===== src/rtl/core/rvdec_pkg.sv =====
package rvdec_pkg;

	// major opcodes
	localparam logic [6:0] OPC_LOAD      = 7'h03;
	localparam logic [6:0] OPC_MISC_MEM  = 7'h0F;
	localparam logic [6:0] OPC_OP_IMM    = 7'h13;
	localparam logic [6:0] OPC_AUIPC     = 7'h17;
	localparam logic [6:0] OPC_OP_IMM_32 = 7'h1B;
	localparam logic [6:0] OPC_STORE     = 7'h23;
	localparam logic [6:0] OPC_AMO       = 7'h2F;
	localparam logic [6:0] OPC_OP        = 7'h33;
	localparam logic [6:0] OPC_LUI       = 7'h37;
	localparam logic [6:0] OPC_OP_32     = 7'h3B;
	localparam logic [6:0] OPC_BRANCH    = 7'h63;
	localparam logic [6:0] OPC_JALR      = 7'h67;
	localparam logic [6:0] OPC_JAL       = 7'h6F;
	localparam logic [6:0] OPC_SYSTEM    = 7'h73;

	// funct7 values
	localparam logic [6:0] F7_BASE = 7'h00;
	localparam logic [6:0] F7_MULDIV = 7'h01;
	localparam logic [6:0] F7_ALT = 7'h20;

	// SYSTEM immediates with funct3 = 0
	localparam logic [11:0] SYS_ECALL  = 12'h000;
	localparam logic [11:0] SYS_EBREAK = 12'h001;
	localparam logic [11:0] SYS_SRET   = 12'h102;
	localparam logic [11:0] SYS_MRET   = 12'h302;
	localparam logic [11:0] SYS_WFI    = 12'h105;

	// AMO funct5 values
	localparam logic [4:0] AMO_ADD  = 5'h00;
	localparam logic [4:0] AMO_SWAP = 5'h01;
	localparam logic [4:0] AMO_LR   = 5'h02;
	localparam logic [4:0] AMO_SC   = 5'h03;
	localparam logic [4:0] AMO_XOR  = 5'h04;
	localparam logic [4:0] AMO_OR   = 5'h08;
	localparam logic [4:0] AMO_AND  = 5'h0C;
	localparam logic [4:0] AMO_MIN  = 5'h10;
	localparam logic [4:0] AMO_MAX  = 5'h14;
	localparam logic [4:0] AMO_MINU = 5'h18;
	localparam logic [4:0] AMO_MAXU = 5'h1C;

	// format class, decoded from the opcode
	typedef enum logic [3:0] {
		CLS_NONE, CLS_OP, CLS_OP_32, CLS_AMO, CLS_OP_IMM, CLS_OP_IMM_32, CLS_LOAD,
		CLS_JALR, CLS_MISC_MEM, CLS_SYSTEM, CLS_STORE, CLS_BRANCH, CLS_LUI,
		CLS_AUIPC, CLS_JAL
	} cls_t;

	typedef enum logic [6:0] {
		K_INVALID = 7'd0,
		K_LUI, K_AUIPC, K_JAL, K_JALR, K_BEQ, K_BNE, K_BLT, K_BGE, K_BLTU, K_BGEU,
		K_LB, K_LH, K_LW, K_LD, K_LBU, K_LHU, K_LWU, K_SB, K_SH, K_SW, K_SD,
		K_ADDI, K_SLTI, K_SLTIU, K_XORI, K_ORI, K_ANDI, K_SLLI, K_SRLI, K_SRAI,
		K_ADD, K_SUB, K_SLL, K_SLT, K_SLTU, K_XOR, K_SRL, K_SRA, K_OR, K_AND,
		K_ADDIW, K_SLLIW, K_SRLIW, K_SRAIW, K_ADDW, K_SUBW, K_SLLW, K_SRLW,
		K_SRAW, K_FENCE, K_FENCE_I, K_ECALL, K_EBREAK, K_CSRRW, K_CSRRS,
		K_CSRRC, K_CSRRWI, K_CSRRSI, K_CSRRCI, K_MUL, K_MULH, K_MULHSU,
		K_MULHU, K_DIV, K_DIVU, K_REM, K_REMU, K_MULW, K_DIVW, K_DIVUW,
		K_REMW, K_REMUW, K_LR_W, K_LR_D, K_SC_W, K_SC_D, K_AMOSWAP_W,
		K_AMOSWAP_D, K_AMOADD_W, K_AMOADD_D, K_AMOXOR_W, K_AMOXOR_D,
		K_AMOAND_W, K_AMOAND_D, K_AMOOR_W, K_AMOOR_D, K_AMOMIN_W, K_AMOMIN_D,
		K_AMOMAX_W, K_AMOMAX_D, K_AMOMINU_W, K_AMOMINU_D, K_AMOMAXU_W,
		K_AMOMAXU_D, K_SRET, K_MRET, K_WFI
	} kind_t;

	function automatic cls_t opc_class(input logic [6:0] opc);
		cls_t c;
		unique case (opc)
			OPC_OP:        c = CLS_OP;
			OPC_OP_32:     c = CLS_OP_32;
			OPC_AMO:       c = CLS_AMO;
			OPC_OP_IMM:    c = CLS_OP_IMM;
			OPC_OP_IMM_32: c = CLS_OP_IMM_32;
			OPC_LOAD:      c = CLS_LOAD;
			OPC_JALR:      c = CLS_JALR;
			OPC_MISC_MEM:  c = CLS_MISC_MEM;
			OPC_SYSTEM:    c = CLS_SYSTEM;
			OPC_STORE:     c = CLS_STORE;
			OPC_BRANCH:    c = CLS_BRANCH;
			OPC_LUI:       c = CLS_LUI;
			OPC_AUIPC:     c = CLS_AUIPC;
			OPC_JAL:       c = CLS_JAL;
			default:       c = CLS_NONE;
		endcase
		return c;
	endfunction

	function automatic kind_t kind_op(input logic [2:0] f3, input logic [6:0] f7);
		kind_t k;
		k = K_INVALID;
		if (f7 == F7_BASE) begin
			unique case (f3)
				3'd0: k = K_ADD;
				3'd1: k = K_SLL;
				3'd2: k = K_SLT;
				3'd3: k = K_SLTU;
				3'd4: k = K_XOR;
				3'd5: k = K_SRL;
				3'd6: k = K_OR;
				default: k = K_AND;
			endcase
		end else if (f7 == F7_MULDIV) begin
			unique case (f3)
				3'd0: k = K_MUL;
				3'd1: k = K_MULH;
				3'd2: k = K_MULHSU;
				3'd3: k = K_MULHU;
				3'd4: k = K_DIV;
				3'd5: k = K_DIVU;
				3'd6: k = K_REM;
				default: k = K_REMU;
			endcase
		end else if (f7 == F7_ALT) begin
			if (f3 == 3'd0) k = K_SUB;
			else if (f3 == 3'd5) k = K_SRA;
		end
		return k;
	endfunction

	function automatic kind_t kind_op32(input logic [2:0] f3, input logic [6:0] f7);
		kind_t k;
		k = K_INVALID;
		if (f7 == F7_BASE) begin
			unique case (f3)
				3'd0: k = K_ADDW;
				3'd1: k = K_SLLW;
				3'd5: k = K_SRLW;
				default: k = K_INVALID;
			endcase
		end else if (f7 == F7_MULDIV) begin
			unique case (f3)
				3'd0: k = K_MULW;
				3'd4: k = K_DIVW;
				3'd5: k = K_DIVUW;
				3'd6: k = K_REMW;
				3'd7: k = K_REMUW;
				default: k = K_INVALID;
			endcase
		end else if (f7 == F7_ALT) begin
			if (f3 == 3'd0) k = K_SUBW;
			else if (f3 == 3'd5) k = K_SRAW;
		end
		return k;
	endfunction

	// word form per funct5; doubleword form is the next code
	function automatic kind_t kind_amo(input logic [2:0] f3, input logic [4:0] f5,
			input logic [4:0] rs2);
		kind_t k;
		logic  dbl;
		dbl = (f3 == 3'd3);
		unique case (f5)
			AMO_ADD:  k = dbl ? K_AMOADD_D : K_AMOADD_W;
			AMO_SWAP: k = dbl ? K_AMOSWAP_D : K_AMOSWAP_W;
			AMO_LR:   k = (rs2 != 5'd0) ? K_INVALID : (dbl ? K_LR_D : K_LR_W);
			AMO_SC:   k = dbl ? K_SC_D : K_SC_W;
			AMO_XOR:  k = dbl ? K_AMOXOR_D : K_AMOXOR_W;
			AMO_OR:   k = dbl ? K_AMOOR_D : K_AMOOR_W;
			AMO_AND:  k = dbl ? K_AMOAND_D : K_AMOAND_W;
			AMO_MIN:  k = dbl ? K_AMOMIN_D : K_AMOMIN_W;
			AMO_MAX:  k = dbl ? K_AMOMAX_D : K_AMOMAX_W;
			AMO_MINU: k = dbl ? K_AMOMINU_D : K_AMOMINU_W;
			AMO_MAXU: k = dbl ? K_AMOMAXU_D : K_AMOMAXU_W;
			default:  k = K_INVALID;
		endcase
		if (f3 != 3'd2 && f3 != 3'd3) k = K_INVALID;
		return k;
	endfunction

	function automatic kind_t kind_op_imm(input logic [2:0] f3, input logic alt);
		kind_t k;
		unique case (f3)
			3'd0: k = K_ADDI;
			3'd1: k = K_SLLI;
			3'd2: k = K_SLTI;
			3'd3: k = K_SLTIU;
			3'd4: k = K_XORI;
			3'd5: k = alt ? K_SRAI : K_SRLI;
			3'd6: k = K_ORI;
			default: k = K_ANDI;
		endcase
		return k;
	endfunction

	function automatic kind_t kind_load(input logic [2:0] f3);
		kind_t k;
		unique case (f3)
			3'd0: k = K_LB;
			3'd1: k = K_LH;
			3'd2: k = K_LW;
			3'd3: k = K_LD;
			3'd4: k = K_LBU;
			3'd5: k = K_LHU;
			3'd6: k = K_LWU;
			default: k = K_INVALID;
		endcase
		return k;
	endfunction

	function automatic kind_t kind_branch(input logic [2:0] f3);
		kind_t k;
		unique case (f3)
			3'd0: k = K_BEQ;
			3'd1: k = K_BNE;
			3'd4: k = K_BLT;
			3'd5: k = K_BGE;
			3'd6: k = K_BLTU;
			3'd7: k = K_BGEU;
			default: k = K_INVALID;
		endcase
		return k;
	endfunction

	function automatic kind_t kind_store(input logic [2:0] f3);
		kind_t k;
		unique case (f3)
			3'd0: k = K_SB;
			3'd1: k = K_SH;
			3'd2: k = K_SW;
			3'd3: k = K_SD;
			default: k = K_INVALID;
		endcase
		return k;
	endfunction

	function automatic kind_t kind_csr(input logic [2:0] f3);
		kind_t k;
		unique case (f3)
			3'd1: k = K_CSRRW;
			3'd2: k = K_CSRRS;
			3'd3: k = K_CSRRC;
			3'd5: k = K_CSRRWI;
			3'd6: k = K_CSRRSI;
			3'd7: k = K_CSRRCI;
			default: k = K_INVALID;
		endcase
		return k;
	endfunction

	function automatic kind_t kind_sys(input logic [11:0] imm12);
		kind_t k;
		unique case (imm12)
			SYS_ECALL:  k = K_ECALL;
			SYS_EBREAK: k = K_EBREAK;
			SYS_SRET:   k = K_SRET;
			SYS_MRET:   k = K_MRET;
			SYS_WFI:    k = K_WFI;
			default:    k = K_INVALID;
		endcase
		return k;
	endfunction

endpackage


===== src/rtl/core/rv64ima_instruction_decoder.sv =====
// RV64IMA instruction decoder, three register stages.
// A word taken with start passes the stage 1, stage 2 and output registers and shows
//   on the result ports with done, for exactly one cycle.
// Throughput: one word per cycle; busy is held low since the receiver cannot stall.
// Reset: arst_n clears the stage valid bits (and done) asynchronously; the
//   payload registers are not reset.
module rv64ima_instruction_decoder (
	input  logic               clk,
	input  logic               arst_n,
	input  logic               start,
	output logic               busy,
	input  logic [31:0]        instr_word,
	output logic               done,
	output logic [6:0]         instr_kind,
	output logic [4:0]         dest_reg,
	output logic [4:0]         src1_reg,
	output logic [4:0]         src2_reg,
	output logic signed [31:0] immediate
);
	import rvdec_pkg::*;

	// Stage 1: capture the word and classify its opcode.
	logic        vld_s1;
	logic [31:0] word_s1;
	cls_t        cls_s1;

	// Stage 2: kind, register numbers and immediate per format.
	logic        vld_s2;
	kind_t       kind_s2;
	logic [4:0]  rd_s2, rs1_s2, rs2_s2;
	logic [31:0] imm_s2;

	// Stage 2 combinational decode.
	kind_t       kind_c;
	logic [4:0]  rd_c, rs1_c, rs2_c;
	logic [31:0] imm_c;

	logic [2:0]  f3;
	logic [6:0]  f7;
	logic [11:0] imm12;
	logic [31:0] sext12;

	// Nothing downstream ever pushes back, so the block always takes a word.
	assign busy = 1'b0;

	always_ff @(posedge clk or negedge arst_n) begin
		if (!arst_n) begin
			vld_s1 <= 1'b0;
		end else begin
			vld_s1 <= start && !busy;
		end
	end

	always_ff @(posedge clk) begin
		word_s1 <= instr_word;
		cls_s1  <= opc_class(instr_word[6:0]);
	end

	assign f3     = word_s1[14:12];
	assign f7     = word_s1[31:25];
	assign imm12  = word_s1[31:20];
	assign sext12 = {{20{imm12[11]}}, imm12};

	always_comb begin
		kind_c = K_INVALID;
		rd_c   = 5'd0;
		rs1_c  = 5'd0;
		rs2_c  = 5'd0;
		imm_c  = 32'd0;
		unique case (cls_s1)
			CLS_OP, CLS_OP_32, CLS_AMO: begin
				if (cls_s1 == CLS_OP) kind_c = kind_op(f3, f7);
				else if (cls_s1 == CLS_OP_32) kind_c = kind_op32(f3, f7);
				else kind_c = kind_amo(f3, f7[6:2], word_s1[24:20]);
				rd_c  = word_s1[11:7];
				rs1_c = word_s1[19:15];
				rs2_c = word_s1[24:20];
			end
			CLS_OP_IMM: begin
				kind_c = kind_op_imm(f3, word_s1[30]);
				rd_c   = word_s1[11:7];
				rs1_c  = word_s1[19:15];
				// shift amounts come through raw, shift-type bits included
				imm_c  = (f3 == 3'd1 || f3 == 3'd5) ? {20'd0, imm12} : sext12;
			end
			CLS_OP_IMM_32: begin
				rd_c  = word_s1[11:7];
				rs1_c = word_s1[19:15];
				case (f3)
					3'd0: begin
						kind_c = K_ADDIW;
						imm_c  = sext12;
					end
					3'd1: begin
						kind_c = K_SLLIW;
						imm_c  = {20'd0, imm12};
					end
					3'd5: begin
						kind_c = word_s1[30] ? K_SRAIW : K_SRLIW;
						imm_c  = {20'd0, imm12};
					end
					default: kind_c = K_INVALID;
				endcase
			end
			CLS_LOAD, CLS_JALR: begin
				kind_c = (cls_s1 == CLS_LOAD) ? kind_load(f3) : K_JALR;
				rd_c   = word_s1[11:7];
				rs1_c  = word_s1[19:15];
				imm_c  = sext12;
			end
			CLS_MISC_MEM: begin
				if (f3 == 3'd0) kind_c = K_FENCE;
				else if (f3 == 3'd1) kind_c = K_FENCE_I;
				rd_c  = word_s1[11:7];
				rs1_c = word_s1[19:15];
				imm_c = sext12;
			end
			CLS_SYSTEM: begin
				if (f3 != 3'd0) begin
					// CSR forms: rs1 field doubles as uimm, CSR number raw
					kind_c = kind_csr(f3);
					rd_c   = word_s1[11:7];
					rs1_c  = word_s1[19:15];
					imm_c  = {20'd0, imm12};
				end else begin
					kind_c = kind_sys(imm12);
				end
			end
			CLS_STORE: begin
				kind_c = kind_store(f3);
				rs1_c  = word_s1[19:15];
				rs2_c  = word_s1[24:20];
				imm_c  = {{20{word_s1[31]}}, word_s1[31:25], word_s1[11:7]};
			end
			CLS_BRANCH: begin
				kind_c = kind_branch(f3);
				rs1_c  = word_s1[19:15];
				rs2_c  = word_s1[24:20];
				imm_c  = {{19{word_s1[31]}}, word_s1[31], word_s1[7], word_s1[30:25],
					word_s1[11:8], 1'b0};
			end
			CLS_LUI, CLS_AUIPC: begin
				kind_c = (cls_s1 == CLS_LUI) ? K_LUI : K_AUIPC;
				rd_c   = word_s1[11:7];
				imm_c  = {word_s1[31:12], 12'd0};
			end
			CLS_JAL: begin
				kind_c = K_JAL;
				rd_c   = word_s1[11:7];
				imm_c  = {{11{word_s1[31]}}, word_s1[31], word_s1[19:12], word_s1[20],
					word_s1[30:21], 1'b0};
			end
			default: kind_c = K_INVALID;
		endcase
	end

	always_ff @(posedge clk or negedge arst_n) begin
		if (!arst_n) begin
			vld_s2 <= 1'b0;
		end else begin
			vld_s2 <= vld_s1;
		end
	end

	always_ff @(posedge clk) begin
		kind_s2 <= kind_c;
		rd_s2   <= rd_c;
		rs1_s2  <= rs1_c;
		rs2_s2  <= rs2_c;
		imm_s2  <= imm_c;
	end

	// Stage 3: an invalid word reports all-zero fields.
	logic inv_s2;
	assign inv_s2 = (kind_s2 == K_INVALID);

	always_ff @(posedge clk or negedge arst_n) begin
		if (!arst_n) begin
			done <= 1'b0;
		end else begin
			done <= vld_s2;
		end
	end

	always_ff @(posedge clk) begin
		instr_kind <= kind_s2;
		dest_reg   <= inv_s2 ? 5'd0 : rd_s2;
		src1_reg   <= inv_s2 ? 5'd0 : rs1_s2;
		src2_reg   <= inv_s2 ? 5'd0 : rs2_s2;
		immediate  <= inv_s2 ? 32'sd0 : $signed(imm_s2);
	end

	// Every accepted word comes out with done, through the stage 1, stage 2 and output registers.
	a_accept_to_done: assert property (@(posedge clk) disable iff (!arst_n)
		(start && !busy) |-> ##3 done)
		else $error("accepted word did not produce a result");

	a_no_spurious_done: assert property (@(posedge clk) disable iff (!arst_n)
		!(start && !busy) |-> ##3 !done)
		else $error("result without an accepted word");

	a_invalid_zero: assert property (@(posedge clk) disable iff (!arst_n)
		(done && instr_kind == K_INVALID) |->
		(dest_reg == 5'd0 && src1_reg == 5'd0 && src2_reg == 5'd0 && immediate == 32'sd0))
		else $error("invalid word with nonzero fields");

	a_upper_imm: assert property (@(posedge clk) disable iff (!arst_n)
		(done && (instr_kind == K_LUI || instr_kind == K_AUIPC)) |->
		(immediate[11:0] == 12'd0 && src1_reg == 5'd0 && src2_reg == 5'd0))
		else $error("U-type result malformed");

endmodule

===== config.mk =====
export PLATFORM = sky130hd
export DESIGN_NAME = rv64ima_instruction_decoder
export DESIGN_NICKNAME = d
export VERILOG_FILES = /design/src/rtl/core/rvdec_pkg.sv /design/src/rtl/core/rv64ima_instruction_decoder.sv
export SDC_FILE = /design/constraint.sdc
export NUM_CORES = 1
export LEC_CHECK = 0
export BUFFER_PORTS_ARGS = -buffer_cell sky130_fd_sc_hd__buf_2
export CAP_MARGIN = 15
export CORE_ASPECT_RATIO = 0.5
export CORE_MARGIN = 10
export CORE_UTILIZATION = 60
export DETAILED_ROUTE_END_ITERATION = 8
export PLACE_DENSITY = 0.84
export SKIP_CTS_REPAIR_TIMING = 1
export SLEW_MARGIN = 20
export SYNTH_ARGS = -nofsm -noshare
export SYNTH_HDL_FRONTEND = slang
export SYNTH_SLANG_ARGS = --single-unit

===== constraint.sdc =====
create_clock -name clk -period 4.85 [get_ports clk]
set_clock_uncertainty 0.15 [all_clocks]
set_input_delay 0.97 -clock clk [delete_from_list [all_inputs] [get_ports clk]]
set_output_delay 0.97 -clock clk [all_outputs]
set_load 0.01 [all_outputs]

==> flow_summary.json <==
{
  "grt_usage_pct": 22.4,
  "finalCritPeriodShare_pct": 55.2,
  "postPlaceCellArea_um2": 5830,
  "synthXorXnorAreaFrac_pct": 0.937,
  "sw_frac_of_total_pct": 25.2,
  "syn_avg_cell_area_um2": 9.28,
  "post_drt_wl_per_cell_um": 19.4,
  "ys.flop_type": "dfxtp_1",
  "synth_area_leaders": "dfxtp_1 (50%), and2_1 (7.3%), nand2_1 (4.6%)",
  "core-area_um2": 8800,
  "grt_setup_unrepaired": "no",
  "final_layout_size_suffix_gt1_share_pct": 21.4,
  "syn_inst": 590,
  "cts_tree": "done",
  "grt-ovfl-total": 0,
  "final_max_slew_viol_count": 0,
  "p_leak_nw": 2.84,
  "clk_latency_ns": 0.41,
  "combinationalPowerShare_pct": 7.2,
  "vias": 4663,
  "synth_fp_nets": 625,
  "die_width_um": 155,
  "setup.worst_path.class": "register to register",
  "grt_pass1_vias": 4523,
  "synth-adder-area-share_pct": 0,
  "crit_path_max_incr_delay_ns": 0.80,
  "final_area_um2": 6440,
  "largest_registers": "imm_s2 x32, immediate x32, word_s1 x25",
  "root_buffer": "clkbuf_16",
  "synth_common_cells": "dfxtp_1 (137), nand2_1 (67), and2_1 (64), nor2_1 (43), a21oi_1 (30)",
  "synth-seq-cells": 140,
  "synth_edf_count": 0,
  "stdcell_count": 790,
  "yosysMostFrequentCell": "dfxtp_1",
  "drtIter0Drc": 588,
  "die_area_um2": 13600,
  "power_frac_clock_pct": 48.6,
  "drc_errors": 0,
  "num_io_pins": 91,
  "cp-end-kind": "register",
  "worst_slew_pin_slew_ns": 0.832,
  "dpl.hpwl_um": 10200,
  "p_per_area_nw_per_um2": 434,
  "fin_ws_ns": 2.17,
  "hold_class": "input pin to async pin",
  "ys_types": 71,
  "crit_path_top_delay_cell": "dfxtp_1",
  "vdd_drop_max_mv": 0.474,
  "dpl.cell_count": 758,
  "switchingPower_w": 0.000703,
  "whs_ns": 0.183,
  "ant_nets": 0,
  "core.rowCount": 24,
  "fill_cells": 656,
  "clock.fmax_mhz": 374,
  "yosys.area.top_type": "dfxtp_1",
  "synth.area.mux_share_pct": 0.732,
  "netlist_area_um2": 5470,
  "area_growth_pct": 17.7,
  "cts_max_level": 4,
  "final_nets": 695,
  "yosysSeqAreaShare_pct": 51.5,
  "final-setup-viol-count": 0,
  "power_frac_seq_pct": 44.2,
  "synth_top_family_by_area": "simple AND/OR/NAND/NOR gates",
  "start_kind": "register",
  "vias_per_cell": 5.90,
  "clk_pin_slew_ns": 0.07,
  "yosysWarnings": 0,
  "cap_violations": 0,
  "grt_pass1_wl_um": 24100,
  "grt_max_degree": 48,
  "port_buffers": 89,
  "maxSlewHeadroom_pct": 44.5,
  "netlist.area_leader.share_pct": 50.1,
  "arrival_ns": 2.78,
  "antenna_found_initial": 0,
  "layout_min_cycle_time_ns": 2.68,
  "cts_made_buffers": 17,
  "totalWireLength_um": 15400,
  "required_ns": 4.95,
  "drtPass1Iterations": 6,
  "status": "finished, final reports clean",
  "num_antenna_cells": 0,
  "pre_cts_slack_ns": 2.27,
  "async_flop_share_pct": 2.14,
  "critPathMaxFanout": 22,
  "cts.sinks": 140,
  "synth_compound_area_share_pct": 17.3,
  "final_hold_viol_count": 0,
  "place_congestion": 0.985,
  "die_h_um": 87.5,
  "synth-simple-area-share_pct": 23.6,
  "cts_buffer_depth": 2,
  "internal_power_w": 0.00209,
  "initial_core_util_pct": 62.2,
  "tns_ns": 0,
  "path_cells": "nand2b_1 -> o22ai_1 -> nand2_1 -> o21ai_1 -> o21ai_1 -> nand2_1"
}
## per-layer routing
layer / global-route usage, % / wire length [um] / up-vias
met4: 9.12 / 278 / 0
met5: 0 / 0 / -
met3: 6.07 / 1580 / 27
met1: 29.2 / 6710 / 2212
met2: 35.1 / 6800 / 243
li1: - / - / 2181
## power by group through the flow
stage	Clock (W)	Combinational, W	Sequential (W)
final	0.00136	0.000202	0.00123
after global routing	0.00141	0.000223	0.00124
after CTS	0.00136	0.000199	0.00123
after detailed placement	0	0.000196	0.00126
after global placement	0	0.000195	0.00125
after floorplan	0	0.000145	0.00124
## through the flow
| step | utilization [%] | total power [W] |
|---|---|---|
| final | 73.2 | 0.00279 |
| after global placement | 66.2 | 0.00145 |
| after global routing | 73.2 | 0.00287 |
| after CTS | 73.2 | 0.00279 |
| after detailed placement | 66.2 | 0.00145 |
| after floorplan | - | 0.00139 |
## cell families after synthesis
kind of cell,count (synthesis)
buf+inv,56
mux,4
simple gates,243
compound gates,141
flops,140
xor+xnor,5
other cells,1
## placed cells by master, fill, tap and decap left out, types with 4 or more instances in the layout
master       n
dfxtp_1    137
buf_2       89
nand2_1     66
and2_1      64
nor2_1      43
a21oi_1     30
o21ai_0     23
clkbuf_16   17
inv_1       11
nand3_1     11
o21ai_1     10
nor3_1       9
a31oi_1      9
nand2b_1     8
nor2b_1      5
o21a_1       5
a22o_1       5
nor4_1       5
inv_6        5
mux2i_1      4
o22ai_1      4
o31ai_1      4
nand4_1      4
o221ai_1     4
o32ai_1      4
o211ai_1     4
a211oi_1     4
o2111ai_1    4
buf_4        4
## critical path: cells and delay by family (launching register included)
family           cells  cell delay [ns]
AND/OR/NAND/NOR      3             0.65
AO/OA/AOI/OAI        3             0.91
flip-flops           1             0.80
## final timing paths
check	from	endpoint	slack, ns	depth (start not counted)
setup / recovery	cls_s1[2]	imm_s2[22]	2.17	6
hold / removal	arst_n	vld_s2	0.18	1
setup reg to reg	cls_s1[2]	imm_s2[22]	2.17	6
hold reg to reg	vld_s1	vld_s2	0.21	0
max in group asynchronous	arst_n	done	4.26	1
min in group clk	vld_s1	vld_s2	0.21	0
## cell type report
cell class              instances  area (um2)  share of cell area [%]
inverters                      14        52.6                   0.816
clock inverters                13         178                    2.76
multi-input cells             394        2340                    36.3
flip-flops and latches        140        2820                    43.8
repair buffers                 93         475                    7.38
well taps                     117         146                    2.27
clock buffers                  19         433                    6.72
Note: power is estimated with default switching activity, not from simulation.
